## src/qer_pkg.sv

```systemverilog
// shared constants and types for the quadratic evaluator and root solver
`timescale 1ns / 1ps
package qer_pkg;

  localparam int COEF_WIDTH_DEF = 16;
  localparam int FRAC_BITS_DEF  = 8;
  localparam int WORD_W         = 64;
  localparam int POLY_W         = 39;
  localparam int OUT_FRAC       = 16;
  localparam int ROOT_EXTRA     = 15;
  localparam int ROOT_W         = 32;
  localparam int SQRT_STEPS     = 32;
  localparam int DIV_STEPS      = 32;
  localparam int REG_IDX_W      = 2;

  localparam logic [REG_IDX_W-1:0] REG_LEAD   = 2'd0;
  localparam logic [REG_IDX_W-1:0] REG_LINEAR = 2'd1;
  localparam logic [REG_IDX_W-1:0] REG_CONST  = 2'd2;

  localparam logic [1:0] KIND_NONE   = 2'd0;
  localparam logic [1:0] KIND_DOUBLE = 2'd1;
  localparam logic [1:0] KIND_TWO    = 2'd2;
  localparam logic [1:0] KIND_LINEAR = 2'd3;

  // running state of the digit-by-digit square root
  typedef struct packed {
    logic [WORD_W-1:0] rem;
    logic [WORD_W-1:0] res;
  } sqrt_lane_t;

  // partial remainder and quotient of one division lane
  typedef struct packed {
    logic [WORD_W-1:0] rem;
    logic [ROOT_W-1:0] quo;
  } div_lane_t;

  typedef struct packed {
    div_lane_t plus;
    div_lane_t minus;
  } div_pair_t;

endpackage

```

## src/qer_div_cell.sv

```systemverilog
// one quotient bit for both root divisions
`timescale 1ns / 1ps
module qer_div_cell #(
  parameter int SHIFT = 0
) (
  input  logic                       clk,
  input  logic                       en,
  input  logic [qer_pkg::WORD_W-1:0] divisor,
  input  qer_pkg::div_pair_t         din,
  output qer_pkg::div_pair_t         dout
);

  logic [qer_pkg::WORD_W-1:0] dshift;
  qer_pkg::div_pair_t         step_next;

  // divisor never exceeds 2^32, so the shift stays inside the word
  assign dshift = divisor << SHIFT;

  always_comb begin
    step_next = din;
    if (din.plus.rem >= dshift) begin
      step_next.plus.rem        = din.plus.rem - dshift;
      step_next.plus.quo[SHIFT] = 1'b1;
    end
    if (din.minus.rem >= dshift) begin
      step_next.minus.rem        = din.minus.rem - dshift;
      step_next.minus.quo[SHIFT] = 1'b1;
    end
  end

  always_ff @(posedge clk) begin
    if (en) begin
      dout <= step_next;
    end
  end

endmodule

```

## config.mk

```make
export PLATFORM = sky130hd
export DESIGN_NAME = qer_div_cell
export DESIGN_NICKNAME = d
export VERILOG_FILES = /design/src/qer_pkg.sv /design/src/qer_div_cell.sv
export SDC_FILE = /design/constraint.sdc
export NUM_CORES = 1
export LEC_CHECK = 0
export BUFFER_PORTS_ARGS = -buffer_cell sky130_fd_sc_hd__buf_4
export CELL_PAD_IN_SITES_DETAIL_PLACEMENT = 1
export CELL_PAD_IN_SITES_GLOBAL_PLACEMENT = 1
export CORE_ASPECT_RATIO = 1.4
export CORE_MARGIN = 4
export CORE_UTILIZATION = 30
export CTS_BUF_LIST = sky130_fd_sc_hd__clkbuf_8 sky130_fd_sc_hd__clkbuf_16
export DETAILED_ROUTE_END_ITERATION = 16
export GPL_ROUTABILITY_DRIVEN = 0
export MAX_ROUTING_LAYER = met4
export PLACE_DENSITY = 0.63
export SETUP_SLACK_MARGIN = 0.1
export SLEW_MARGIN = 20
export SYNTH_ARGS = -nofsm -noshare
export SYNTH_HDL_FRONTEND = slang
export SYNTH_SLANG_ARGS = --single-unit
```

## constraint.sdc

```tcl
create_clock -name clk -period 3.9 [get_ports clk]
set_clock_uncertainty 0.05 [all_clocks]
set_input_delay 0.195 -clock clk [delete_from_list [all_inputs] [get_ports clk]]
set_output_delay 0.195 -clock clk [all_outputs]
set_load 0.005 [all_outputs]
```

==> run metrics, run 1 <==
post-DP HPWL between 50000 and 60000 µm; vias per std cell ~5.2; largest family of logic cells by synthesized area compound AO/OA/AOI/OAI gates; Worst Setup Start Kind primary input; critical-path cell list dlygate4sd3_1, buf_4, inv_1, ha_1, fa_1, nand2b_1, a21oi_1, a211oi_2, a21oi_1, nor4_1, nor2_1, a31oi_1, or4b_1, a41o_1; crit-path most repeated cell a21oi_1; Setup CP Type primary input to flop; slowest stage delay, CP ~0.55 ns; Slew Viols, Final 0; Slew headroom 25.3%; type of the worst min-delay path primary input to flop; initial core utilization between 30% and 40%; WP data arrival roughly 3.8 ns; status completed; Reg with most FFs dout; Synth Warn # 0; Final ANT Viol Nets 0; maxcap violations 0; Synth Instances 1724; ys flop type edfxtp_1; GRT overflow 0; clock transition at the registers of the reported paths 0.09 ns; Iter 0 DRT Violations a little over 600; global-route wire length before repair 96200 µm; fmax between 0.2 and 0.3 GHz; XOR/XNOR Fraction of Synth Area under 10%; H-tree level count 4; Clock Path Buffers 2; Period minus WS final around 3.6 ns; PortBufs around 450; ranking of synthesized cells by area edfxtp_1 (38%), ha_1 (10%), a21oi_1 (6.8%); vias in the first global route approximately 16000; power per cell area ~340 mW/mm²; Final Setup Violations 0; DRC 0; EDFF count, synth roughly 190; multiplexer area fraction after synthesis 1.43%; TritonCTS clock tree done; TritonCTS buffer count 17; via count ~15000; DIE HEIGHT 275 µm; final wirelength between 60000 and 70000 µm; crit share post-route around 94%; synthesized flop and latch total ~190; mapped cell area about 0.015 mm²; layout cells sized above 1 between 20% and 30%; largest net degree at the start of global routing between 100 and 150; Post-synth ARST share 0%; core area approximately 0.050 mm²; simple-gate share of the synthesized area 14.9%; post-layout power ~0.0073 W; synth unique cells around 80; static leakage between 9 and 10 nW; unrepaired setup endpoints after global routing false; Layout Nets approximately 2700; maximum fanout along the worst path 4; Mean Syn Cell Area between 8 and 9 µm²; die area between 0.05 and 0.06 mm²; CP Capture Type flop; slowest cell on the critical path or4b_1; leading area contributor after synthesis edfxtp_1; Ports 450; # rows 97; Regs by FF count dout (192); Clock Sinks around 190; cell family with most CP delay compound AO/OA/AOI/OAI gates; Final TNS setup 0 ns; post-synth top area share 37.6%; chip width 199 µm; Max rail drop VDD 0.327 mV; CP bufs+invs 3; post-layout util between 40% and 50%; all-layer global routing usage 23.8%; Critical Path RT 4.08 ns; area grow syn2layout 40.4%; Largest register FFs between 150 and 200; drt pass-1 iters 5; Net Count, Synth around 2100; initial antenna violation count 14; worst slew pin tran 1.12 ns; post-synthesis compound-gate area fraction 23.2%; post-synthesis sequential area ratio 37.6%; root buf cell clkbuf_16; hold violation total from the final report 0; Adder-Cell Fraction of Synth Area between 10 and 15%; drt wl/cell around 22 µm
==> cells in the mapped netlist, drive strengths merged (49+ instances only) <==
library cell / count
nand4: 53
nor2: 141
edfxtp: 192
ha: 128
a21o: 69
nand2: 168
xor2: 49
a21oi: 211
clkbuf: 80
xnor2: 68
inv: 99
o21ai: 152
==> timing repair <==
action                                  CTS  global route
hold buffers                            147             1
buffers inserted                          0             1
endpoints found under the setup margin    0            36
gates resized for setup                   0             4
endpoints found under the hold margin   147             1
==> cells by family (layout without fill, tap and decap cells) <==
family | after synthesis | count (layout)
simple gates | 490 | 490
fa+ha+maj | 130 | 130
compound gates | 580 | 580
buf+inv | 199 | 759
mux | 16 | 16
other cells | 0 | 15
flops | 192 | 192
xor+xnor | 117 | 117
==> layer usage <==
| metal | GRT usage, % | wire, µm | up-vias |
|---|---|---|---|
| met4 | 10.9 | 3160 | 0 |
| met3 | 5.78 | 4300 | 121 |
| met1 | 24.8 | 24500 | 7345 |
| met5 | - | 0 | - |
| met2 | 42.0 | 33700 | 469 |
| li1 | - | - | 7419 |
==> worst paths after layout <==
check / depth (start not counted) / slack (ns) / end / start
max: 14 / 0.25 / dout[88] / din[32]
min: 3 / 0.03 / dout[34] / din[34]
==> placed cells by master, fill, tap and decap left out, types with 9 or more instances in the layout <==
| cell type | netlist | layout |
|---|---|---|
| buf_4 | 0 | 473 |
| a21oi_1 | 208 | 208 |
| edfxtp_1 | 192 | 192 |
| nand2_1 | 168 | 168 |
| dlygate4sd3_1 | 0 | 148 |
| nor2_1 | 141 | 141 |
| o21ai_0 | 140 | 140 |
| ha_1 | 128 | 128 |
| inv_1 | 98 | 98 |
| a21o_1 | 69 | 69 |
| xnor2_1 | 68 | 68 |
| nand4_1 | 53 | 53 |
| xor2_1 | 49 | 49 |
| o21bai_1 | 34 | 34 |
| nand3_1 | 26 | 26 |
| a31oi_1 | 21 | 21 |
| nand2b_1 | 18 | 18 |
| nor3_1 | 17 | 17 |
| clkbuf_16 | 0 | 17 |
| diode_2 | 0 | 15 |
| nor2b_1 | 12 | 12 |
| o21a_1 | 11 | 11 |
| mux2_4 | 11 | 11 |
| o21ai_1 | 9 | 9 |
==> stage by stage <==
stage / cell area [µm²] / instances / hold WS [ns] / worst slack (ns)
2_1_floorplan: 15300 / 1724 / 0.244 / 0.873
3_3_place_gp: 19400 / 2746 / 0.323 / 0.269
3_5_place_dp: 19400 / 2746 / 0.324 / 0.228
4_1_cts: 21400 / 2925 / 0.00143 / 0.248
5_1_grt: 21500 / 2941 / 0.0136 / 0.107
6_report: 21500 / 2942 / 0.0284 / 0.250
==> final cells by class <==
cell class / count / area [µm²]
Clock buffer: 17 / 425
Sequential cell: 192 / 5770
Fill cell: 5964 / 28700
Timing Repair Buffer: 628 / 5170
Antenna cell: 15 / 37.5
Multi-Input combinational cell: 1333 / 8760
Tap cell: 643 / 805
Clock inverter: 15 / 188
Inverter: 99 / 372
==> tightest hold or removal path: cells and delay by family <==
kind	cells	cell delay, ns
buf+inv	1	0.09
compound gates	1	0.12
simple gates	1	0.04
==> power by group <==
part / total (W) / switching, W / internal [W]
logic: 0.00277 / 0.00149 / 0.00128
clock network: 0.00187 / 0.000994 / 0.000876
registers: 0.00269 / 0.0000908 / 0.00260
No activity file was read; power rests on OpenSTA's default activity.
==> inputs of run 2 (changes only) <==
CORE_UTILIZATION = 39   (was 30)
PLACE_DENSITY = 0.79   (was 0.63)
==> run metrics, run 2 (same netlist as run 1, synthesis figures left out) <==
power per cell area 362 mW/mm² (+6.2%); most frequent cells in the layout buf_4 (473), a21oi_1 (207), edfxtp_1 (192), nand2_1 (168), nor2_1 (141); area grow syn2layout 38.0%; drt pass-1 iters 6 (+1); static leakage 9.33 nW (-0.89%); hold violation total from the final report 0 (unchanged); Slew Viols, Final 0 (unchanged); TritonCTS buffer count 17 (unchanged); layout cells sized above 1 25.0% (+0.33 points); Max rail drop VDD 0.241 mV (-26%); H-tree level count 4 (unchanged); CP bufs+invs 3 (unchanged); vias per std cell 5.90 (+13%); Largest register FFs 192 (unchanged); post-layout util 54.8% (+12 points); GRT met2 Usage 58.7% (+17 points); largest net degree at the start of global routing 88 (-21%); Iter 0 DRT Violations 1518 (+150%); CP Capture Type flop; PortBufs 449 (unchanged); DIE HEIGHT 243 µm (-12%); slowest cell on the critical path a2111oi_0; busiest grt layer met2; drt wl/cell 25.9 µm (+16%); post-layout power 0.00764 W (+4.3%); most common cell after layout, fill and taps aside buf_4; core area 0.0386 mm² (-23%); crit share post-route 96.4% (+2.8 points); Setup CP Type primary input to flop; type of the worst min-delay path primary input to flop; WP data arrival 3.95 ns (+0.12 ns); vias in the first global route 17700 (+7.7%); clock transition at the registers of the reported paths 0.09 ns (about the same); status completed; Critical Path RT 4.09 ns (about the same); Reg with most FFs dout; Final Setup Violations 0 (unchanged); Slew headroom 44.3% (+19 points); # rows 85 (-12%); TritonCTS clock tree done; final wirelength 72300 µm (+10%); die area 0.0426 mm² (-22%); slowest stage delay, CP 0.55 ns (about the same); all-layer global routing usage 33.8% (+10 points); post-DP HPWL 52000 µm (-3.9%); fmax 0.266 GHz (-2.9%); root buf cell clkbuf_16; DRC 0 (unchanged); global-route wire length before repair 108000 µm (+12%); initial core utilization 39.7% (+9.2 points); maximum fanout along the worst path 5 (+1); Final ANT Viol Nets 0 (unchanged); unrepaired setup endpoints after global routing true; initial antenna violation count 3 (-11); Worst Setup Start Kind primary input; critical-path cell list dlygate4sd3_1, buf_4, ha_1, a2111oi_0, nand3b_1, a21boi_0, buf_4, or3_1, a31oi_1, o21ai_0, a31oi_1, xor2_1, mux2_4; via count 16400 (+7.0%); Layout Nets 2637 (-0.83%); GRT overflow 0 (unchanged); chip width 176 µm (-12%); maxcap violations 0 (unchanged); cell family with most CP delay compound AO/OA/AOI/OAI gates; worst slew pin tran 0.835 ns (-0.284 ns); Regs by FF count dout (192); Period minus WS final 3.76 ns (+0.110 ns); Ports 450 (unchanged); Clock Path Buffers 2 (unchanged); met3 Usage GRT 6.93% (+1.2 points); Clock Sinks 192 (unchanged); met1 usage 34.4% (+9.6 points)
## run 2: changes by cell type in the layout (fill, tap and decap cells not counted), sizes merged
cell         change
dlygate4sd3     -22
diode           -12
clkinv           -4
inv              +4
## run 2: through the flow
stage | hold slack, ns | setup WS (ns) | TNS (ns) | area [µm²] | cells
2_1_floorplan | 0.244 | 0.873 | 0 | 15300 | 1724
3_3_place_gp | 0.323 | 0.146 | 0 | 19200 | 2623
3_5_place_dp | 0.324 | -0.0246 | -0.0564 | 19200 | 2623
4_1_cts | 0.000470 | 0.112 | 0 | 21100 | 2781
5_1_grt | 0.0106 | 0.0906 | 0 | 21100 | 2787
6_report | 0.00478 | 0.141 | 0 | 21100 | 2787
## run 2: timing repair
item                                   CTS  global route
hold buffers                           126             0
resized for setup                        0             7
setup buffers                            0             3
endpoints found under the hold margin  126             0
setup endpoints to repair                0            72
## run 2: cell type report
class / count / area, µm²
Antenna cell: 3 / 7.51
Clock buffer: 17 / 425
Clock inverter: 15 / 225
Fill cell: 4466 / 17500
Inverter: 99 / 372
Multi-Input combinational cell: 1333 / 8760
Sequential cell: 192 / 5770
Tap cell: 522 / 653
Timing Repair Buffer: 606 / 4940
## run 2: per-layer routing
metal  vias to the layer above  share of wire, %
li1                       7364                 -
met1                      7915                34
met2                       878                51
met3                       278               7.7
met4                         0               7.8
met5                         -                 0
## run 2: final timing paths
check / slack (ns) / cells after the start / endpoint / start
hold / removal: 0.005 / 2 / dout[154] / din[154]
setup / recovery: 0.14 / 13 / dout[91] / din[36]
## run 2: power breakdown
part | total [W] | internal, W | switching [W]
Clock | 0.00208 | 0.000920 | 0.00116
Combinational | 0.00285 | 0.00127 | 0.00158
Sequential | 0.00271 | 0.00260 | 0.000110
Total | 0.00764 | 0.00479 | 0.00286
