[config.mk]
export PLATFORM = sky130hd
export DESIGN_NAME = qer_sqrt_cell
export DESIGN_NICKNAME = d
export VERILOG_FILES = /design/src/qer_pkg.sv /design/src/qer_sqrt_cell.sv
export SDC_FILE = /design/constraint.sdc
export NUM_CORES = 1
export LEC_CHECK = 0
export BUFFER_PORTS_ARGS = -buffer_cell sky130_fd_sc_hd__buf_2
export CAP_MARGIN = 15
export CORE_MARGIN = 5
export CORE_UTILIZATION = 40
export CTS_BUF_LIST = sky130_fd_sc_hd__clkbuf_8
export CTS_CLUSTER_DIAMETER = 120
export DETAILED_ROUTE_END_ITERATION = 7
export GPL_ROUTABILITY_DRIVEN = 0
export SETUP_SLACK_MARGIN = 0.2
export SLEW_MARGIN = 20
export SYNTH_ARGS = -nofsm -noshare
export SYNTH_HDL_FRONTEND = slang
export SYNTH_SLANG_ARGS = --single-unit
[constraint.sdc]
create_clock -name clk -period 4.49 [get_ports clk]
set_clock_uncertainty 0.1 [all_clocks]
set_input_delay 0.6735 -clock clk [delete_from_list [all_inputs] [get_ports clk]]
set_output_delay 0.6735 -clock clk [all_outputs]
set_load 0.05 [all_outputs]
[src/qer_pkg.sv]
// shared constants and types for the quadratic evaluator and root solver
`timescale 1ns / 1ps
package qer_pkg;

  localparam int COEF_WIDTH_DEF = 16;
  localparam int FRAC_BITS_DEF  = 8;
  localparam int WORD_W         = 64;
  localparam int POLY_W         = 39;
  localparam int OUT_FRAC       = 16;
  localparam int ROOT_EXTRA     = 15;
  localparam int ROOT_W         = 32;
  localparam int SQRT_STEPS     = 32;
  localparam int DIV_STEPS      = 32;
  localparam int REG_IDX_W      = 2;

  localparam logic [REG_IDX_W-1:0] REG_LEAD   = 2'd0;
  localparam logic [REG_IDX_W-1:0] REG_LINEAR = 2'd1;
  localparam logic [REG_IDX_W-1:0] REG_CONST  = 2'd2;

  localparam logic [1:0] KIND_NONE   = 2'd0;
  localparam logic [1:0] KIND_DOUBLE = 2'd1;
  localparam logic [1:0] KIND_TWO    = 2'd2;
  localparam logic [1:0] KIND_LINEAR = 2'd3;

  // running state of the digit-by-digit square root
  typedef struct packed {
    logic [WORD_W-1:0] rem;
    logic [WORD_W-1:0] res;
  } sqrt_lane_t;

  // partial remainder and quotient of one division lane
  typedef struct packed {
    logic [WORD_W-1:0] rem;
    logic [ROOT_W-1:0] quo;
  } div_lane_t;

  typedef struct packed {
    div_lane_t plus;
    div_lane_t minus;
  } div_pair_t;

endpackage

[src/qer_sqrt_cell.sv]
// one step of the pipelined integer square root
`timescale 1ns / 1ps
module qer_sqrt_cell #(
  parameter int STEP = 0
) (
  input  logic                clk,
  input  logic                en,
  input  qer_pkg::sqrt_lane_t din,
  output qer_pkg::sqrt_lane_t dout
);

  localparam logic [qer_pkg::WORD_W-1:0] BIT_VAL =
    qer_pkg::WORD_W'(1) << (qer_pkg::WORD_W - 2 - 2 * STEP);

  logic [qer_pkg::WORD_W-1:0] trial;
  qer_pkg::sqrt_lane_t        step_next;

  assign trial = din.res + BIT_VAL;

  always_comb begin
    if (din.rem >= trial) begin
      step_next.rem = din.rem - trial;
      step_next.res = (din.res >> 1) + BIT_VAL;
    end else begin
      step_next.rem = din.rem;
      step_next.res = din.res >> 1;
    end
  end

  always_ff @(posedge clk) begin
    if (en) begin
      dout <= step_next;
    end
  end

endmodule

==> impl_results.html, run 1 <==
<table>
<tr><th>Metric</th><th>Value</th></tr>
<tr><th colspan="2">Yosys</th></tr>
<tr><td>Cell count after synthesis</td><td>885</td></tr>
<tr><td>Number of synthesis warnings</td><td>0</td></tr>
<tr><td>Flop and latch count out of synthesis</td><td>128</td></tr>
<tr><td>Sequential share of the synthesized area</td><td>0.4464</td></tr>
<tr><td>Prevailing post-synth register cell</td><td>sky130_fd_sc_hd__edfxtp_1</td></tr>
<tr><td>Share of synthesized registers carrying an async set or reset</td><td>0</td></tr>
<tr><td>Post-Syn Nets</td><td>1080</td></tr>
<tr><td>Count of flip-flops with a built-in enable after synthesis</td><td>between 100 and 150</td></tr>
<tr><td>Number of library cell types mapped by synthesis</td><td>between 50 and 60</td></tr>
<tr><td>Average size of a mapped cell</td><td>9.728 um^2</td></tr>
<tr><td>Synthesized area</td><td>roughly 8600 um^2</td></tr>
<tr><th colspan="2">CTS</th></tr>
<tr><td>Clock Tree Buf Depth</td><td>2</td></tr>
<tr><td>Number of H-tree levels</td><td>4</td></tr>
<tr><td>Number of CTS-inserted buffers</td><td>17</td></tr>
<tr><td>Number of cells upsized or downsized after cts</td><td>0</td></tr>
<tr><td>CTS Hold Buffers Added</td><td>0</td></tr>
<tr><td>Count of clock tree sinks</td><td>~130</td></tr>
<tr><td>TritonCTS clock tree</td><td>done</td></tr>
<tr><td>CTS clock-pin slew for the worst setup and hold paths</td><td>0.08 ns</td></tr>
<tr><td>Buffers inserted during post-CTS setup optimization</td><td>0</td></tr>
<tr><td>Root cell of the clock tree</td><td>sky130_fd_sc_hd__clkbuf_8</td></tr>
<tr><th colspan="2">Routing</th></tr>
<tr><td>Average wire length per cell after detail routing</td><td>~17 um</td></tr>
<tr><td>Final antenna-violating net count</td><td>0</td></tr>
<tr><td>Number of detailed-routing iterations run before antenna repair</td><td>5</td></tr>
<tr><td>Total length of routed wires</td><td>approximately 24000 um</td></tr>
<tr><td>First-iteration detailed-routing DRC count</td><td>about 460</td></tr>
<tr><td>Drt via density</td><td>5.223</td></tr>
<tr><td>Via count</td><td>~7500</td></tr>
<tr><td>Residual DRC</td><td>0</td></tr>
<tr><th colspan="2">GRT</th></tr>
<tr><td>Global route total overflow</td><td>0</td></tr>
<tr><td>Number of antenna violations at the first check in global routing</td><td>2</td></tr>
<tr><td>GRT Resource Usage Total</td><td>0.1876</td></tr>
<tr><td>Largest net degree at the start of global routing</td><td>93</td></tr>
<tr><td>Number of global-route vias before repair</td><td>between 7000 and 8000</td></tr>
<tr><td>First-pass GRT wire length</td><td>around 37000 um</td></tr>
<tr><th colspan="2">Worst setup path</th></tr>
<tr><td>CP Class</td><td>primary input to flip-flop</td></tr>
<tr><td>Launch point of the worst path</td><td>din[3]</td></tr>
<tr><td>Arrival time reported for the critical path endpoint</td><td>roughly 3.9 ns</td></tr>
<tr><td>Required time of the critical path</td><td>approximately 4.7 ns</td></tr>
<tr><td>CP startpoint kind</td><td>primary input</td></tr>
<tr><td>Worst-path maximum fanout</td><td>11</td></tr>
<tr><td>Sort of element at the end of the critical path</td><td>flip-flop</td></tr>
<tr><th colspan="2">Placement</th></tr>
<tr><td>Total placed instance area</td><td>10230 um^2</td></tr>
<tr><td>Placed cell count</td><td>between 1000 and 1500</td></tr>
<tr><td>Port Buffer Count</td><td>~260</td></tr>
<tr><td>DP HPWL</td><td>18740 um</td></tr>
<tr><th colspan="2">Layout</th></tr>
<tr><td>Register containing the most flip-flops in the final layout</td><td>dout</td></tr>
<tr><td>Final instance count without filler cells</td><td>roughly 1400</td></tr>
<tr><td>Area Overhead vs Synth</td><td>24.63%</td></tr>
<tr><td>Share of final-layout standard cells stronger than drive strength 1</td><td>0.2778</td></tr>
<tr><td>Commonest cells after routing, fill and taps aside</td><td>256 x sky130_fd_sc_hd__buf_2, 128 x sky130_fd_sc_hd__edfxtp_1, 111 x sky130_fd_sc_hd__a21oi_1</td></tr>
<tr><td>Most common library cell in the layout ignoring fill and taps</td><td>sky130_fd_sc_hd__buf_2</td></tr>
<tr><td>Final standard cell area without fillers</td><td>~11000 um^2</td></tr>
<tr><td>Largest registers ranked by flip-flop count</td><td>dout x128</td></tr>
<tr><td>Final #Nets</td><td>between 1000 and 1500</td></tr>
<tr><td>Number of fill cells in the layout</td><td>2020</td></tr>
<tr><td>Max FFs per register</td><td>128</td></tr>
<tr><th colspan="2">Min path</th></tr>
<tr><td>Class of the worst hold path</td><td>primary input to flip-flop</td></tr>
<tr><td>Hold path cells</td><td>1</td></tr>
<tr><td>Startpoint of the worst hold path</td><td>din[54]</td></tr>
<tr><td>Destination of the worst hold path</td><td>dout[53]</td></tr>
<tr><th colspan="2">Floorplanning</th></tr>
<tr><td>Die Area</td><td>roughly 25000 um^2</td></tr>
<tr><td>Die W</td><td>between 150 and 200 um</td></tr>
<tr><td>Core area</td><td>21090 um^2</td></tr>
<tr><td>Placement row count</td><td>53</td></tr>
<tr><td>Chip height</td><td>about 160 um</td></tr>
<tr><td>Starting density of the core</td><td>0.4083</td></tr>
<tr><td>Total I/O pin count</td><td>about 260</td></tr>
<tr><th colspan="2">Power and ir drop</th></tr>
<tr><td>Power Dens Cells</td><td>402.4 nW/um^2</td></tr>
<tr><td>Overall power of the completed layout</td><td>4318 uW</td></tr>
<tr><td>Leakage power summed over all cells</td><td>0.004962 uW</td></tr>
<tr><td>VDD IR max</td><td>between 150 and 200 uV</td></tr>
<tr><th colspan="2">Timing</th></tr>
<tr><td>Final slew viol count</td><td>0</td></tr>
<tr><td>Number of endpoints with negative hold slack in the final report</td><td>0</td></tr>
<tr><td>Shortest clock period the worst path allows after layout</td><td>~3.7 ns</td></tr>
<tr><td>Worst-case headroom to the max-slew limit</td><td>0.4066</td></tr>
<tr><td>Unrepaired setup endpoints after global routing</td><td>no</td></tr>
<tr><td>Number of setup violations in the final report</td><td>0</td></tr>
<tr><td>Worst Max-Slew Pin Slew</td><td>between 0.8 and 0.9 ns</td></tr>
<tr><td>Total negative slack for setup checks</td><td>0 ns</td></tr>
<tr><td>F_max</td><td>268.8 MHz</td></tr>
<tr><td>Fin crit share</td><td>0.8287</td></tr>
<tr><th colspan="2">Run status</th></tr>
<tr><td>Outcome</td><td>finished, final reports clean</td></tr>
<tr><th colspan="2">Flow run</th></tr>
<tr><td>Max-cap viol count</td><td>0</td></tr>
</table>
[kinds of logic after synthesis]
family | Yosys count | synth area share
and+or+nand+nor | 234 | 0.1318
buffers and inverters | 115 | 0.05188
muxes | 15 | 0.01947
xor gates and xnor gates | 56 | 0.05697
DFF | 128 | 0.4464
AOI/OAI and AO/OA | 272 | 0.1981
adders and majority gates | 65 | 0.09534
[power breakdown]
group | internal [uW] | switching [uW]
combinational | 467 | 1050
sequential | 1490 | 30.7
clock | 773 | 507
[stage by stage]
step / utilization / setup slack [ns] / hold WS (ns)
2_1_floorplan: - / 0.8531 / 0.6724
3_3_place_gp: 0.4851 / 0.4245 / 0.7651
3_5_place_dp: 0.4851 / 0.2777 / 0.7659
4_1_cts: 0.5087 / 0.7446 / 0.2701
5_1_grt: 0.5088 / 0.3981 / 0.2736
6_report: 0.5088 / 0.7692 / 0.3103
[cells in the mapped netlist, drive strengths merged (2+ instances only)]
cell type / count / share of area
xor2: 20 / 0.020
o21bai: 11 / 0.0096
o31a: 5 / 0.0051
o211ai: 7 / 0.0061
nand2: 52 / 0.023
nor2: 82 / 0.036
o21ai: 43 / 0.025
a41oi: 5 / 0.0051
a211o: 2 / 0.0020
a31oi: 7 / 0.0051
and4: 3 / 0.0031
a211oi: 4 / 0.0035
or3: 4 / 0.0029
nand3: 14 / 0.0081
xnor2: 36 / 0.037
a21boi: 5 / 0.0044
or2: 4 / 0.0029
clkbuf: 26 / 0.011
ha: 64 / 0.093
nand2b: 3 / 0.0022
nor4b: 2 / 0.0020
a21o: 49 / 0.043
and2: 10 / 0.0073
nor3: 12 / 0.0076
buf: 11 / 0.0064
inv: 78 / 0.034
a21oi: 111 / 0.065
and3: 13 / 0.0094
nor2b: 10 / 0.0073
edfxtp: 128 / 0.45
o21a: 7 / 0.0061
and4b: 2 / 0.0023
nand4: 18 / 0.013
o22ai: 2 / 0.0015
mux2: 14 / 0.018
o31ai: 2 / 0.0017
o41ai: 3 / 0.0052
[layer usage]
metal	vias to the layer above	track usage	wire (um)
met1	3461	0.2538	10660
met5	-	0	13
li1	3740	-	-
met3	26	0.04535	1799
met4	2	0.05455	331
met2	230	0.3005	10920
[critical path, stage by stage]
cell,delay [ns]
sky130_fd_sc_hd__buf_2,0.09
sky130_fd_sc_hd__inv_1,0.04
sky130_fd_sc_hd__ha_1,0.38
sky130_fd_sc_hd__o211ai_1,0.22
sky130_fd_sc_hd__a21oi_1,0.08
sky130_fd_sc_hd__o41ai_1,0.58
sky130_fd_sc_hd__nor4bb_1,0.50
sky130_fd_sc_hd__nor3_2,0.10
sky130_fd_sc_hd__o21ai_1,0.28
sky130_fd_sc_hd__o41ai_4,0.18
sky130_fd_sc_hd__buf_4,0.22
sky130_fd_sc_hd__nor4b_1,0.14
sky130_fd_sc_hd__a311o_1,0.33
sky130_fd_sc_hd__nor2_1,0.11
[final cells by class]
cell class              instances  area, um^2  area share
diodes                          1       2.502   0.0002332
clock buffers                  17       234.0     0.02180
clock inverters                15       264.0     0.02460
inverters                      78       292.8     0.02729
multi-input cells             642        4319      0.4025
flip-flops and latches        128        3844      0.3582
well taps                     275       344.1     0.03207
repair buffers                272        1430      0.1333
[worst max-delay path by stage]
| stage | to | cells after the start | slack [ns] |
|---|---|---|---|
| floorplan | dout[124] | 12 | 0.85 |
| CTS | dout[125] | 14 | 0.74 |
| global placement | dout[125] | 15 | 0.42 |
| global route | dout[125] | 14 | 0.40 |
| finish | dout[125] | 14 | 0.77 |
| detailed placement | dout[125] | 14 | 0.28 |
(Power assumes the default switching activity.)
==> inputs of run 2 (changes only) <==
--- a/config.mk
+++ b/config.mk
@@ -13,6 +13,7 @@
 export CTS_CLUSTER_DIAMETER = 120
 export DETAILED_ROUTE_END_ITERATION = 7
 export GPL_ROUTABILITY_DRIVEN = 0
+export PLACE_DENSITY = 0.67
 export SETUP_SLACK_MARGIN = 0.2
 export SLEW_MARGIN = 20
 export SYNTH_ARGS = -nofsm -noshare
==> constraint.sdc (replaced) <==
create_clock -name clk -period 3 [get_ports clk]
set_clock_uncertainty 0.1 [all_clocks]
set_input_delay 0.45 -clock clk [delete_from_list [all_inputs] [get_ports clk]]
set_output_delay 0.45 -clock clk [all_outputs]
set_load 0.05 [all_outputs]
==> run 2 against run 1 <==
Net effect:
- setup slack lost 0.69 ns
- final cell count grew 18%
- hold slack lost 0.25 ns
- combinational power grew 110%
- critical path depth is the same
- first-iteration DRC count grew 4.8%
- global-route usage grew 2.3 points
- sequential share of layout area shrank 8.3 points
- critical path type unchanged
- largest cell class unchanged
==> impl_results.html, run 2 (same netlist as run 1, synthesis figures left out) <==
<table>
<tr><th>Metric</th><th>Value</th></tr>
<tr><th colspan="2">Floorplanning</th></tr>
<tr><td>Starting density of the core</td><td>0.4083</td></tr>
<tr><td>Placement row count</td><td>53</td></tr>
<tr><td>Core area</td><td>between 20000 and 25000 um^2</td></tr>
<tr><td>Chip height</td><td>around 160 um</td></tr>
<tr><td>Die W</td><td>~160 um</td></tr>
<tr><td>Total I/O pin count</td><td>~260</td></tr>
<tr><td>Die Area</td><td>24560 um^2</td></tr>
<tr><th colspan="2">Timing</th></tr>
<tr><td>Worst Max-Slew Pin Slew</td><td>a little over 0.5 ns</td></tr>
<tr><td>Unrepaired setup endpoints after global routing</td><td>yes</td></tr>
<tr><td>Total negative slack for setup checks</td><td>0 ns</td></tr>
<tr><td>Worst-case headroom to the max-slew limit</td><td>0.6572</td></tr>
<tr><td>Number of endpoints with negative hold slack in the final report</td><td>0</td></tr>
<tr><td>F_max</td><td>about 340 MHz</td></tr>
<tr><td>Shortest clock period the worst path allows after layout</td><td>about 2.9 ns</td></tr>
<tr><td>Hold slack</td><td>about 0.065 ns</td></tr>
<tr><td>Final slew viol count</td><td>0</td></tr>
<tr><td>Fin crit share</td><td>0.9724</td></tr>
<tr><td>Number of setup violations in the final report</td><td>0</td></tr>
<tr><th colspan="2">CTS</th></tr>
<tr><td>Root cell of the clock tree</td><td>sky130_fd_sc_hd__clkbuf_8</td></tr>
<tr><td>CTS Hold Buffers Added</td><td>0</td></tr>
<tr><td>Count of clock tree sinks</td><td>around 130</td></tr>
<tr><td>Number of CTS-inserted buffers</td><td>17</td></tr>
<tr><td>Clock Tree Buf Depth</td><td>2</td></tr>
<tr><td>TritonCTS clock tree</td><td>done</td></tr>
<tr><td>CTS clock-pin slew for the worst setup and hold paths</td><td>0.09 ns</td></tr>
<tr><td>Number of H-tree levels</td><td>4</td></tr>
<tr><th colspan="2">Layout</th></tr>
<tr><td>Max FFs per register</td><td>128</td></tr>
<tr><td>Area Overhead vs Synth</td><td>62.13%</td></tr>
<tr><td>Largest registers ranked by flip-flop count</td><td>dout x128</td></tr>
<tr><td>Most common library cell in the layout ignoring fill and taps</td><td>sky130_fd_sc_hd__buf_4</td></tr>
<tr><td>Register containing the most flip-flops in the final layout</td><td>dout</td></tr>
<tr><td>Final #Nets</td><td>1596</td></tr>
<tr><td>Final core area utilization</td><td>0.6619</td></tr>
<tr><td>Share of final-layout standard cells stronger than drive strength 1</td><td>0.5166</td></tr>
<tr><td>Commonest cells after routing, fill and taps aside</td><td>243 x sky130_fd_sc_hd__buf_4, 233 x sky130_fd_sc_hd__buf_2, 128 x sky130_fd_sc_hd__edfxtp_1</td></tr>
<tr><th colspan="2">Routing</th></tr>
<tr><td>Final antenna-violating net count</td><td>0</td></tr>
<tr><td>Residual DRC</td><td>0</td></tr>
<tr><td>First-iteration detailed-routing DRC count</td><td>between 400 and 500</td></tr>
<tr><td>Total length of routed wires</td><td>around 29000 um</td></tr>
<tr><td>Via count</td><td>approximately 8800</td></tr>
<tr><td>Average wire length per cell after detail routing</td><td>17.16 um</td></tr>
<tr><td>Number of detailed-routing iterations run before antenna repair</td><td>5</td></tr>
<tr><td>Drt via density</td><td>5.190</td></tr>
<tr><th colspan="2">Power and ir drop</th></tr>
<tr><td>Overall power of the completed layout</td><td>about 6800 uW</td></tr>
<tr><td>Leakage power summed over all cells</td><td>between 0.006 and 0.007 uW</td></tr>
<tr><td>Power Dens Cells</td><td>490.2 nW/um^2</td></tr>
<tr><td>VDD IR max</td><td>about 280 uV</td></tr>
<tr><th colspan="2">GRT</th></tr>
<tr><td>First-pass GRT wire length</td><td>41410 um</td></tr>
<tr><td>Largest net degree at the start of global routing</td><td>67</td></tr>
<tr><td>Number of antenna violations at the first check in global routing</td><td>3</td></tr>
<tr><td>Global route total overflow</td><td>0</td></tr>
<tr><td>GRT Resource Usage Total</td><td>0.2106</td></tr>
<tr><td>Number of global-route vias before repair</td><td>around 8400</td></tr>
<tr><th colspan="2">Worst setup path</th></tr>
<tr><td>Worst-path maximum fanout</td><td>6</td></tr>
<tr><td>Sort of element at the end of the critical path</td><td>flip-flop</td></tr>
<tr><td>Arrival time reported for the critical path endpoint</td><td>3.03 ns</td></tr>
<tr><td>CP startpoint kind</td><td>primary input</td></tr>
<tr><td>CP Class</td><td>primary input to flip-flop</td></tr>
<tr><td>Required time of the critical path</td><td>about 3.1 ns</td></tr>
<tr><th colspan="2">Flow run</th></tr>
<tr><td>Max-cap viol count</td><td>0</td></tr>
<tr><th colspan="2">Min path</th></tr>
<tr><td>Class of the worst hold path</td><td>primary input to flip-flop</td></tr>
<tr><th colspan="2">Placement</th></tr>
<tr><td>Port Buffer Count</td><td>roughly 260</td></tr>
<tr><td>DP HPWL</td><td>approximately 21000 um</td></tr>
<tr><th colspan="2">Run status</th></tr>
<tr><td>Outcome</td><td>finished, final reports clean</td></tr>
</table>
[run 2: cell count changes in the layout (fill, tap and decap cells not counted), moves of 14 or more]
cell                      previous run  this run
sky130_fd_sc_hd__ha_1               64        34
sky130_fd_sc_hd__o21ai_0            40        24
sky130_fd_sc_hd__buf_2             256       233
sky130_fd_sc_hd__nor2_2              0        16
sky130_fd_sc_hd__buf_4              13       243
sky130_fd_sc_hd__inv_1              79        62
sky130_fd_sc_hd__a21oi_1           111        86
sky130_fd_sc_hd__ha_4                0        28
sky130_fd_sc_hd__a21oi_2             0        21
sky130_fd_sc_hd__buf_6               1        40
sky130_fd_sc_hd__nor2_1             82        63
sky130_fd_sc_hd__mux2_4              0        14
[run 2: worst max-delay path, stage by stage]
cell	delay, ns
sky130_fd_sc_hd__buf_8	0.08
sky130_fd_sc_hd__inv_4	0.03
sky130_fd_sc_hd__ha_4	0.27
sky130_fd_sc_hd__and2_4	0.16
sky130_fd_sc_hd__nand3_4	0.06
sky130_fd_sc_hd__or3_4	0.36
sky130_fd_sc_hd__a41o_1	0.24
sky130_fd_sc_hd__nor3_2	0.22
sky130_fd_sc_hd__o21ai_2	0.10
sky130_fd_sc_hd__o41ai_4	0.22
sky130_fd_sc_hd__buf_6	0.19
sky130_fd_sc_hd__or4b_4	0.47
sky130_fd_sc_hd__a21oi_2	0.11
sky130_fd_sc_hd__nor3_1	0.06
[run 2: final timing paths]
check	end	from	depth (start not counted)	slack, ns
min	dout[56]	din[57]	1	0.07
max	dout[124]	din[15]	14	0.08
[run 2: metrics by stage]
stage	instance area (um^2)	setup WS, ns	instances
after floorplan	8974	-0.1440	885
after global placement	12170	-0.7296	1603
after detailed placement	12170	-0.8110	1603
after CTS	12850	0.002109	1647
after global routing	13960	0.01068	1689
final	13960	0.08278	1689
[run 2: area by class of cell]
cell class | instances | area (um^2)
repair buffers | 534 | 3804
flip-flops and latches | 128 | 3844
fillers | 1638 | 7129
clock buffers | 17 | 234.0
inverters | 78 | 322.8
clock inverters | 14 | 103.9
diodes | 1 | 2.502
multi-input cells | 642 | 5304
well taps | 275 | 344.1
[run 2: power breakdown]
group	leakage [uW]	switching [uW]	internal [uW]
combinational	0.00503	1860	1310
sequential	0.00125	48.5	2230
clock	0.000171	763	631
total	0.00645	2670	4170
[run 2: timing repair]
action	CTS	global route
pin swaps	24	81
setup endpoints to repair	63	66
setup buffers	12	36
gates cloned	1	5
resized for setup	54	169
[run 2: layer usage]
layer,GRT usage,vias to the layer above,part of all wire
li1,-,4266,-
met1,0.2564,4166,0.41
met2,0.3737,288,0.52
met3,0.04425,44,0.061
met4,0.06529,2,0.015
met5,0,-,0.00024
==> inputs of run 3 (changes only) <==
--- a/config.mk
+++ b/config.mk
@@ -7,7 +7,7 @@
 export LEC_CHECK = 0
 export BUFFER_PORTS_ARGS = -buffer_cell sky130_fd_sc_hd__buf_2
 export CAP_MARGIN = 15
-export CORE_MARGIN = 5
+export CORE_MARGIN = 3
 export CORE_UTILIZATION = 40
 export CTS_BUF_LIST = sky130_fd_sc_hd__clkbuf_8
 export CTS_CLUSTER_DIAMETER = 120
==> run 3 against run 2 <==
Net effect:
- critical path depth grew 3
- sequential cell count is the same
- utilization grew 0.52 points
- global-route usage grew 1.5 points
- design area grew 0.79%
- largest cell class unchanged
- highest routed layer unchanged
==> impl_results.html, run 3 (same netlist as run 1, synthesis figures left out) <==
<table>
<tr><th>Metric</th><th>Value</th></tr>
<tr><th colspan="2">Run status</th></tr>
<tr><td>Outcome</td><td>finished, final reports clean</td></tr>
<tr><th colspan="2">Layout</th></tr>
<tr><td>Final standard cell area without fillers</td><td>roughly 14000 um^2</td></tr>
<tr><td>Final #Nets</td><td>1600</td></tr>
<tr><td>Largest registers ranked by flip-flop count</td><td>dout x128</td></tr>
<tr><td>Number of fill cells in the layout</td><td>1643</td></tr>
<tr><td>Commonest cells after routing, fill and taps aside</td><td>247 x sky130_fd_sc_hd__buf_2, 247 x sky130_fd_sc_hd__buf_4, 128 x sky130_fd_sc_hd__edfxtp_1</td></tr>
<tr><td>Share of final-layout standard cells stronger than drive strength 1</td><td>0.5349</td></tr>
<tr><td>Register containing the most flip-flops in the final layout</td><td>dout</td></tr>
<tr><td>Max FFs per register</td><td>approximately 130</td></tr>
<tr><td>Area Overhead vs Synth</td><td>63.41%</td></tr>
<tr><td>Final instance count without filler cells</td><td>between 1500 and 2000</td></tr>
<tr><th colspan="2">Timing</th></tr>
<tr><td>Final slew viol count</td><td>0</td></tr>
<tr><td>Worst Max-Slew Pin Slew</td><td>approximately 0.5 ns</td></tr>
<tr><td>Worst-case headroom to the max-slew limit</td><td>0.6718</td></tr>
<tr><td>Number of setup violations in the final report</td><td>0</td></tr>
<tr><td>Number of endpoints with negative hold slack in the final report</td><td>0</td></tr>
<tr><td>Shortest clock period the worst path allows after layout</td><td>~3 ns</td></tr>
<tr><td>Unrepaired setup endpoints after global routing</td><td>yes</td></tr>
<tr><td>Total negative slack for setup checks</td><td>0 ns</td></tr>
<tr><td>F_max</td><td>between 300 and 400 MHz</td></tr>
<tr><td>Fin crit share</td><td>0.9728</td></tr>
<tr><th colspan="2">Power and ir drop</th></tr>
<tr><td>Int Power</td><td>around 4400 uW</td></tr>
<tr><td>P_sw</td><td>roughly 2700 uW</td></tr>
<tr><td>Clock group share of total power</td><td>0.218</td></tr>
<tr><td>Combinational fraction of design power</td><td>0.461</td></tr>
<tr><td>Leakage power summed over all cells</td><td>approximately 0.0065 uW</td></tr>
<tr><td>VDD IR max</td><td>293.8 uV</td></tr>
<tr><td>Power Dens Cells</td><td>roughly 500 nW/um^2</td></tr>
<tr><td>Proportion of power drawn by flip-flops and latches</td><td>0.321</td></tr>
<tr><td>Sw frac</td><td>0.3838</td></tr>
<tr><th colspan="2">Routing</th></tr>
<tr><td>Number of detailed-routing iterations run before antenna repair</td><td>5</td></tr>
<tr><td>Residual DRC</td><td>0</td></tr>
<tr><td>Average wire length per cell after detail routing</td><td>16.99 um</td></tr>
<tr><td>Total length of routed wires</td><td>roughly 29000 um</td></tr>
<tr><td>Final antenna-violating net count</td><td>0</td></tr>
<tr><td>Drt via density</td><td>5.190</td></tr>
<tr><td>Via count</td><td>about 8800</td></tr>
<tr><td>First-iteration detailed-routing DRC count</td><td>between 400 and 500</td></tr>
<tr><th colspan="2">CTS</th></tr>
<tr><td>TritonCTS clock tree</td><td>done</td></tr>
<tr><td>CTS clock-pin slew for the worst setup and hold paths</td><td>about 0.08 ns</td></tr>
<tr><td>Number of CTS-inserted buffers</td><td>17</td></tr>
<tr><td>Root cell of the clock tree</td><td>sky130_fd_sc_hd__clkbuf_8</td></tr>
<tr><td>Count of clock tree sinks</td><td>about 130</td></tr>
<tr><td>Clock Tree Buf Depth</td><td>2</td></tr>
<tr><td>Number of H-tree levels</td><td>4</td></tr>
<tr><td>CTS Hold Buffers Added</td><td>0</td></tr>
<tr><th colspan="2">Worst setup path</th></tr>
<tr><td>Arrival time reported for the critical path endpoint</td><td>3.04 ns</td></tr>
<tr><td>CP Class</td><td>primary input to flip-flop</td></tr>
<tr><td>Required time of the critical path</td><td>3.12 ns</td></tr>
<tr><td>Sort of element at the end of the critical path</td><td>flip-flop</td></tr>
<tr><td>Worst-path maximum fanout</td><td>5</td></tr>
<tr><td>CP startpoint kind</td><td>primary input</td></tr>
<tr><th colspan="2">Placement</th></tr>
<tr><td>Placed cell count</td><td>approximately 1600</td></tr>
<tr><td>Total placed instance area</td><td>12200 um^2</td></tr>
<tr><td>Port Buffer Count</td><td>about 260</td></tr>
<tr><td>DP HPWL</td><td>between 20000 and 25000 um</td></tr>
<tr><th colspan="2">Min path</th></tr>
<tr><td>Class of the worst hold path</td><td>primary input to flip-flop</td></tr>
<tr><th colspan="2">Floorplanning</th></tr>
<tr><td>Die W</td><td>152.7 um</td></tr>
<tr><td>Placement row count</td><td>53</td></tr>
<tr><td>Die Area</td><td>~23000 um^2</td></tr>
<tr><td>Core area</td><td>~21000 um^2</td></tr>
<tr><td>Total I/O pin count</td><td>between 200 and 300</td></tr>
<tr><td>Starting density of the core</td><td>0.4083</td></tr>
<tr><td>Chip height</td><td>~150 um</td></tr>
<tr><th colspan="2">GRT</th></tr>
<tr><td>First-pass GRT wire length</td><td>between 40000 and 50000 um</td></tr>
<tr><td>Number of global-route vias before repair</td><td>roughly 8600</td></tr>
<tr><td>Number of antenna violations at the first check in global routing</td><td>4</td></tr>
<tr><td>Largest net degree at the start of global routing</td><td>69</td></tr>
<tr><td>Global route total overflow</td><td>0</td></tr>
<tr><td>GRT Resource Usage Total</td><td>0.2261</td></tr>
<tr><th colspan="2">Flow run</th></tr>
<tr><td>Max-cap viol count</td><td>0</td></tr>
</table>
==> run 3: cell count changes in the layout (fill, tap and decap cells not counted), sizes merged <==
| cell | change |
|---|---|
| diode | +1 |
| clkbuf | -1 |
| bufinv | +2 |
| buf | +5 |
| inv | -2 |
==> run 3: cell type report <==
cell class / count / area, um^2 / area share
multi-input cells: 642 / 5420 / 0.3853
flip-flops and latches: 128 / 3844 / 0.2732
repair buffers: 538 / 3760 / 0.2673
well taps: 275 / 344.1 / 0.02446
inverters: 78 / 312.8 / 0.02223
clock buffers: 17 / 234.0 / 0.01663
clock inverters: 14 / 148.9 / 0.01058
diodes: 2 / 5.005 / 0.0003557
==> run 3: power groups by stage <==
stage | clock network, uW | logic (uW) | registers, uW
floorplan | 0 | 1010 | 3060
global placement | 0 | 2690 | 2320
detailed placement | 0 | 2720 | 2320
CTS | 1580 | 2890 | 2280
global route | 1640 | 3480 | 2300
finish | 1550 | 3270 | 2280
==> run 3: metal layers <==
layer / wire length [um] / vias to the layer above / track usage
li1: - / 4281 / -
met4: 540 / 4 / 0.07297
met3: 1849 / 44 / 0.05453
met2: 14590 / 304 / 0.3827
met5: 23 / - / 0
met1: 11770 / 4159 / 0.2859
==> run 3: path summary, 6_finish.rpt <==
check,from,end,cells past startpoint
hold / removal,din[3],dout[2],1
setup / recovery,din[58],dout[101],17
==> run 3: repair_timing <==
action	4_1_cts	5_1_grt
pin swaps	15	42
setup endpoints to repair	57	66
gates resized for setup	55	195
setup buffers	27	17
gates cloned	2	4
==> run 3: stage by stage <==
step | hold slack, ns | util | worst slack, ns | total power, uW
after floorplan | 0.4489 | - | -0.1440 | 4078
after global placement | 0.5413 | 0.5786 | -0.5792 | 5009
after detailed placement | 0.5422 | 0.5786 | -0.5906 | 5042
after CTS | 0.04067 | 0.6195 | 0.1068 | 6751
after global routing | 0.03898 | 0.6671 | -0.02913 | 7416
final | 0.05916 | 0.6671 | 0.08146 | 7100
==> run 3: critical path, stage by stage <==
cell and delay (ns):
sky130_fd_sc_hd__buf_2 0.11, sky130_fd_sc_hd__inv_1 0.05, sky130_fd_sc_hd__ha_1 0.30, sky130_fd_sc_hd__buf_4 0.17, sky130_fd_sc_hd__a21oi_2 0.15, sky130_fd_sc_hd__nor2b_1 0.08, sky130_fd_sc_hd__o31ai_2 0.32, sky130_fd_sc_hd__a21oi_2 0.12
sky130_fd_sc_hd__a2111oi_4 0.33, sky130_fd_sc_hd__o41ai_4 0.14, sky130_fd_sc_hd__buf_4 0.17, sky130_fd_sc_hd__buf_8 0.13, sky130_fd_sc_hd__buf_12 0.12, sky130_fd_sc_hd__buf_16 0.14, sky130_fd_sc_hd__buf_8 0.13, sky130_fd_sc_hd__nor2_4 0.10
sky130_fd_sc_hd__a21oi_2 0.04
